$ cat config.mk
export PLATFORM = sky130hd
export DESIGN_NAME = ptob_front
export DESIGN_NICKNAME = d
export VERILOG_FILES = /design/src/hdl/ptob_pkg.sv /design/src/hdl/ptob_front.sv
export SDC_FILE = /design/constraint.sdc
export NUM_CORES = 1
export LEC_CHECK = 0
export ABC_CLOCK_PERIOD_IN_PS = 8100
export BUFFER_PORTS_ARGS = -buffer_cell sky130_fd_sc_hd__buf_2
export CAP_MARGIN = 20
export CORE_MARGIN = 3
export CORE_UTILIZATION = 36
export DETAILED_ROUTE_END_ITERATION = 6
export PLACE_DENSITY_LB_ADDON = 0.08
export SLEW_MARGIN = 0
export SYNTH_ARGS = -nofsm -noshare
export SYNTH_HDL_FRONTEND = slang
export SYNTH_SLANG_ARGS = --single-unit
$ cat constraint.sdc
create_clock -name i_clk -period 8.1 [get_ports i_clk]
set_input_delay 0.405 -clock i_clk [delete_from_list [all_inputs] [get_ports i_clk]]
set_output_delay 0.405 -clock i_clk [all_outputs]
set_load 0.005 [all_outputs]
$ cat src/hdl/ptob_pkg.sv
// Shared types, codes and defaults for the price-time order book.
// No dependencies; every other file of the block imports it.
package ptob_pkg;

    localparam int DefPriceLevels = 64;
    localparam int DefLevelDepth  = 16;

    localparam logic [1:0] FUNC_ADD    = 2'd0;
    localparam logic [1:0] FUNC_REMOVE = 2'd1;
    localparam logic [1:0] FUNC_SHOW   = 2'd2;

    localparam logic [1:0] ST_DONE = 2'd0;
    localparam logic [1:0] ST_FULL = 2'd1;
    localparam logic [1:0] ST_NONE = 2'd2;

    typedef enum logic [1:0] {
        OP_ADD    = 2'd0,
        OP_REMOVE = 2'd1,
        OP_SHOW   = 2'd2,
        OP_NOP    = 2'd3
    } t_op;

    typedef struct packed {
        t_op         op;
        logic        side;
        logic [31:0] price;
        logic [31:0] handle;
    } t_cmd;

endpackage

$ cat src/hdl/ptob_front.sv
// Front end: takes requests, classifies the function code and queues them.
// Depends on ptob_pkg.
module ptob_front (
    input  logic            i_clk,
    input  logic            i_rst_n,
    input  logic            start,
    output logic            busy,
    input  logic [1:0]      i_func,
    input  logic            i_side,
    input  logic [31:0]     i_price,
    input  logic [31:0]     i_order_handle,
    input  logic            i_pop,
    output logic            o_cmd_valid,
    output ptob_pkg::t_cmd  o_cmd
);
    import ptob_pkg::*;

    t_cmd       r_q [2];
    logic       r_wptr, r_rptr;
    logic [1:0] r_cnt;
    logic       r_ready;
    logic       w_push;
    t_cmd       w_cmd;

    always_comb begin
        w_cmd.side   = i_side;
        w_cmd.price  = i_price;
        w_cmd.handle = i_order_handle;
        unique case (i_func)
            FUNC_ADD:    w_cmd.op = OP_ADD;
            FUNC_REMOVE: w_cmd.op = OP_REMOVE;
            FUNC_SHOW:   w_cmd.op = OP_SHOW;
            default:     w_cmd.op = OP_NOP;
        endcase
    end

    assign busy        = !r_ready || (r_cnt == 2'd2);
    assign w_push      = start && !busy;
    assign o_cmd_valid = (r_cnt != 2'd0);
    assign o_cmd       = r_q[r_rptr];

    always_ff @(posedge i_clk) begin
        if (!i_rst_n) begin
            r_wptr  <= 1'b0;
            r_rptr  <= 1'b0;
            r_cnt   <= 2'd0;
            r_ready <= 1'b0;
        end else begin
            r_ready <= 1'b1;
            if (w_push) begin
                r_q[r_wptr] <= w_cmd;
                r_wptr      <= !r_wptr;
            end
            if (i_pop && o_cmd_valid) begin
                r_rptr <= !r_rptr;
            end
            r_cnt <= r_cnt + 2'(w_push) - 2'(i_pop && o_cmd_valid);
        end
    end

endmodule

==> results of run 1 <==
area by class of cell:
cell class | instances | area (um^2) | area share
Multi-Input combinational cell | 87 | 1010 | 0.149
Clock inverter | 12 | 171 | 0.0254
Sequential cell | 140 | 4150 | 0.614
Timing Repair Buffer | 143 | 746 | 0.110
Tap cell | 180 | 225 | 0.0333
Clock buffer | 20 | 447 | 0.0661
Inverter | 3 | 11.3 | 0.00167
worst max-delay path: cells and delay by family (launching register included):
kind	cells	cell delay, ns
AND/OR/NAND/NOR	3	1.14
flip-flops	1	0.36
buffers and inverters	1	0.59
state kept, by name, indices dropped and copies added, names as in the netlist, named ones only:
register  flops
r_wptr        1
r_cnt         2
r_q         134
r_rptr        1
r_ready       1
cells in the mapped netlist (all sizes together):
cell type,instances,area [um^2]
nand2,3,11.3
xnor2,1,8.76
mux2i,1,10.0
and2,2,12.5
or2,1,6.26
edfxtp,134,4020
buf,7,56.3
dfxtp,6,120
inv,3,11.3
xor2,1,8.76
ha,2,25.0
nor3,2,10.0
clkbuf,2,7.51
nand2b,1,6.26
mux2,67,867
nand3,1,5.00
nor2,4,15.0
o21a,1,7.51
report_power, final:
group | switching (mW) | leakage [nW] | internal (mW)
logic | 0.154 | 1.00 | 0.221
registers | 0.0331 | 1.27 | 0.837
clock network | 0.275 | 0.296 | 0.521
total | 0.462 | 2.57 | 1.58
routing by layer:
metal	global-route usage	routed length, um	vias up
li1	-	-	1236
met1	0.143	3990	1262
met2	0.186	4320	96
met3	0.0686	902	9
met4	0.0397	116	0
met5	0	0	-
final timing paths:
path | slack, ns | end | startpoint | cells past startpoint
worst min-delay path | 0.16 | r_ready | i_rst_n | 1
worst max-delay path | 5.63 | r_q[0][6] | r_cnt[0] | 4
worst min register to register | 0.47 | r_wptr | r_wptr | 2
worst max register to register | 5.63 | r_q[0][6] | r_cnt[0] | 4
cell families (layout without fill, tap and decap cells):
kind of cell	count (synthesis)	count (layout)
simple gates	14	14
mux	68	68
xor+xnor	2	2
buf+inv	12	178
fa+ha+maj	2	2
flops	140	140
compound gates	1	1
==> impl_metrics.tcl, run 1 <==
set metrics [dict create \
    finalWirelength_um 9330 \
    via_per_inst 4.45 \
    vias 2603 \
    holdBufCountCts 0 \
    drc 0 \
    yosys_register_bits 140 \
    yosysWarnings 0 \
    outcome "finished clean" \
    synth_compound_area_frac 0.00144 \
    placed_area_um2 6110 \
    htreeDepth 4 \
    power.total_mw 2.04 \
    area_delta_synth_final_pct 29.6 \
    drt-initial-drc-count 139 \
    worst-endpoint-required_ns 8.14 \
    dp_cells 552 \
    clockRootBuffer "clkbuf_16" \
    final_cell_area_um2 6750 \
    grt_max_degree 68 \
    cts_sinks 140 \
    final_common_cell "buf_2" \
    grt_pass1_vias 2832 \
    core_um2 14000 \
    cp_data_arrival_time_ns 2.51 \
    final.setup.tns_ns 0 \
    fin_cells 585 \
    n_fill_cell 1241 \
    cts_resized 0 \
    dieArea_um2 16000 \
    crit_path_max_incr_delay_ns 0.78 \
    wl_per_cell_um 15.9 \
    overflow 0 \
    drive_gt1_frac 0.602 \
    dp_slack_ns 5.54 \
    timing.hold.ws_ns 0.165 \
    cts_tree "yes" \
    post-cts-setup-buffer-count 0 \
    antenna_cells 0 \
    setup_slack_ns 5.63 \
    seq_area_frac_synth 0.795 \
    antenna_found_initial 0 \
    netlist_area_um2 5210 \
    ioPinCount 140 \
    crit_path_end_kind "register" \
    clock_skew_ns 0.00525 \
    setup_viol_count_final 0 \
    min_path_type "input pin to register" \
    drv_cap 0 \
    fin_crit_sh 0.305 \
    gr-usage-all-layers 0.120 \
    fmax_mhz 405 \
    finalHoldViolCount 0 \
    fin_crit_ns 2.47 \
    crit_type "register to register" \
    die-width_um 126 \
    cts_buffers 17 \
    firstDrtPassIters 4 \
    io_buffers 139 \
    rows 43 \
    netlist_instances 239 \
    final_cell_mix "buf_2, edfxtp_1, mux2_2" \
    initial_utilization 0.371 \
    slew_headroom 0.385 \
    worst_path_max_delay_cell "nor2_4" \
    gp_congestion 0.682 \
    clk_pin_slew_worst_paths_ns 0.05 \
    worstPathMaxFanout 37 \
    synthAdderAreaFrac 0.00480 \
    worstPathCellList "nand2b_1, nand3_1, nor2_4, buf_4" \
    synth.mux.area_fraction 0.168 \
    utilization 0.481 \
    synth_nets 312 \
    rsz0062_at_grt "no" \
    p_leak_nw 2.57 \
    avgSynthCellArea_um2 21.8 \
    synthSimpleGateAreaFrac 0.0127 \
    yosysUniqueCellTypes 21 \
    power_density_nw_per_um2 302 \
    peakVddDrop_v 0.000233 \
    synth_top_family_by_area "multiplexers" \
    yosys.area_share.xor_xnor 0.00336 \
    die_y_um 126 \
    cp-start-kind "register" \
    worst_slew_pin_slew_ns 0.920 \
    worstSkewPairLatency_ns 0.41 \
    final_max_slew_viol_count 0 \
    drt.antenna.violating_nets 0 \
    grt_pass1_wl_um 14500 \
    fin_nets 465 \
    clk_path_buf_depth 2 \
]
Power figures use the tool's default switching activity.
==> run 2: changes to the inputs <==
--- a/config.mk
+++ b/config.mk
@@ -5,7 +5,8 @@
 export SDC_FILE = /design/constraint.sdc
 export NUM_CORES = 1
 export LEC_CHECK = 0
-export ABC_CLOCK_PERIOD_IN_PS = 8100
+export ABC_AREA = 1
+export ABC_CLOCK_PERIOD_IN_PS = 2450
 export BUFFER_PORTS_ARGS = -buffer_cell sky130_fd_sc_hd__buf_2
 export CAP_MARGIN = 20
 export CORE_MARGIN = 3
==> constraint.sdc (replaced) <==
create_clock -name i_clk -period 2.45 [get_ports i_clk]
set_input_delay 0.1225 -clock i_clk [delete_from_list [all_inputs] [get_ports i_clk]]
set_output_delay 0.1225 -clock i_clk [all_outputs]
set_load 0.005 [all_outputs]
==> run 2 against run 1 <==
Effect of this change: largest cell class unchanged; final area grew 11%; synthesized cell count is 5.4% higher; worst hold slack worse by 0.13 ns; sequential power rose to 3.3 times the previous value; final cell count grew 14%.
==> impl_metrics.tcl, run 2 <==
set metrics [dict create \
    rr_worst_depth 10 \
    clk_pin_slew_worst_paths_ns 0.06 \
    final_max_slew_viol_count 0 \
    fin_crit_sh 0.802 \
    yosys_register_bits 140 \
    peakVddDrop_v 0.000439 \
    cts_tree "yes" \
    cp-start-kind "register" \
    synth_flop_cell "edfxtp_1" \
    io_buffers 139 \
    drt.antenna.violating_nets 0 \
    cts_resized 0 \
    clockRootBuffer "clkbuf_16" \
    async_reset_ff_frac 0 \
    min_from "i_pop" \
    dp_cells 568 \
    grt_max_degree 39 \
    synth.area.top_cells "edfxtp_1, mux2_4, mux2_2, dfxtp_1, nand2_1" \
    initial_utilization 0.373 \
    finalHoldViolCount 0 \
    fmax_mhz 509 \
    overflow 0 \
    fin_cells 668 \
    drc 0 \
    via_per_inst 4.34 \
    antenna_cells 0 \
    core_um2 14000 \
    cts_sinks 140 \
    fin_nets 548 \
    holdPathStages 4 \
    die-width_um 127 \
    clock_skew_ns 0.00871 \
    synth_nets 325 \
    outcome "finished clean" \
    setup_viol_count_final 0 \
    crit_path_end_kind "output port" \
    top_regs "r_q x134, r_cnt x2" \
    use_met3 0.0581 \
    ioPinCount 140 \
    drv_cap 0 \
    final_common_cell "buf_2" \
    reg2reg_to "r_cnt[1]" \
    cp_data_arrival_time_ns 1.84 \
    fin_crit_ns 1.96 \
    netlist_area_um2 5240 \
    power_density_nw_per_um2 887 \
    crit_path_max_incr_delay_ns 0.60 \
    synth.most_common_cell "edfxtp_1" \
    die_y_um 127 \
    n_fill_cell 1192 \
    worstPathCellList "buf_4, mux2_2, buf_2" \
    setup_slack_ns 0.486 \
    gp_congestion 0.677 \
    worst_slew_pin_slew_ns 0.523 \
    rrSetupSlack_ns 0.83 \
    worst-endpoint-required_ns 2.33 \
    worstSkewPairLatency_ns 0.41 \
    drive_gt1_frac 0.502 \
    placed_area_um2 6160 \
    seq_area_um2 4150 \
    htreeDepth 4 \
    timing.hold.ws_ns 0.0343 \
    power.total_mw 6.62 \
    final_cell_mix "buf_2, edfxtp_1, dlygate4sd3_1" \
    wl_per_cell_um 14.8 \
    synth_area_leader_cell "edfxtp_1" \
    grt_pass1_vias 3086 \
    firstDrtPassIters 4 \
    hpwlAfterDp_um 6270 \
    slew_headroom 0.651 \
    seq_area_frac_synth 0.792 \
    synth_edf_count 134 \
    gr-usage-all-layers 0.128 \
    yosysWarnings 0 \
    worstPathMaxFanout 23 \
    regToRegStartpoint "r_cnt[0]" \
    multiInputGateArea_um2 997 \
    yosysTopAreaCellShare 0.769 \
    largest_reg_flops 134 \
    whs_endpoint "r_rptr" \
    drt-initial-drc-count 196 \
    crit_type "register to output port" \
    clk_path_buf_depth 2 \
    cts_buffers 17 \
    use_met2 0.205 \
    final_cell_area_um2 7470 \
    use_met1 0.146 \
    vias 2897 \
    netlist_instances 252 \
    worst_path_max_delay_cell "dfxtp_4" \
    area_delta_synth_final_pct 42.7 \
    busiest_layer "met2" \
    regMostFlops "r_q" \
    rsz0062_at_grt "no" \
    yosysUniqueCellTypes 15 \
    p_leak_nw 2.91 \
    finalWirelength_um 9880 \
    antenna_found_initial 0 \
    ys_top_cells_by_count "edfxtp_1, mux2_2, mux2_4" \
    dp_slack_ns 0.843 \
    min_path_type "input pin to register" \
    rows 43 \
    avgSynthCellArea_um2 20.8 \
    grt_pass1_wl_um 15400 \
    utilization 0.532 \
    final.setup.tns_ns 0 \
    dieArea_um2 16000 \
]
run 2: changes by cell type after synthesis, moves of 2 or more:
cell | previous run | this run
inv_1 | 3 | 10
nor3_1 | 2 | 0
and2_1 | 2 | 0
nor2_1 | 4 | 8
nand2_1 | 3 | 11
nand3_1 | 1 | 3
run 2: power breakdown:
part,internal [mW],switching [mW],total [mW]
clock network,1.79,0.910,2.70
logic,0.634,0.448,1.08
registers,2.76,0.0860,2.84
total,5.18,1.44,6.62
run 2: layout make-up:
type	instances	share of cell area
well taps	180	0.0301
multi-input cells	93	0.133
clock inverters	14	0.0268
clock buffers	18	0.0574
repair buffers	213	0.192
inverters	10	0.00502
flip-flops and latches	140	0.555
run 2: logic make-up (layout without fill, tap and decap cells):
logic type / Yosys count / count (layout) / share of synthesized area
DFF: 140 / 140 / 0.792
and+or+nand+nor: 23 / 23 / 0.0177
AOI/OAI and AO/OA: 1 / 1 / 0.000955
adders and majority gates: 2 / 2 / 0.00478
buffers and inverters: 19 / 255 / 0.0194
muxes: 67 / 67 / 0.166
run 2: worst max-delay path, delay by kind of cell, from the launching register on:
| family | cells | cell delay, ns |
|---|---|---|
| flip-flops | 1 | 0.60 |
| multiplexers | 1 | 0.37 |
| buffers and inverters | 2 | 0.44 |
run 2: routing by layer:
metal	share of wire	routed length, um
met2	0.48	4720
met1	0.42	4180
met4	0.020	195
met3	0.080	786
met5	0	0
run 2: what timing repair did:
action	4_1_cts	5_1_grt
hold buffers	68	0
setup buffers	0	0
hold endpoints to repair	138	0
run 2: how the worst max path moves through the flow:
stage | startpoint | endpoint | cells after the start
2_1_floorplan | r_cnt[0] | r_q[0][0] | 4
3_3_place_gp | r_cnt[0] | r_q[1][64] | 5
3_5_place_dp | r_cnt[0] | r_q[1][64] | 5
4_1_cts | register | o_cmd[27] | 3
5_1_grt | register | o_cmd[28] | 3
6_report | register | o_cmd[28] | 3
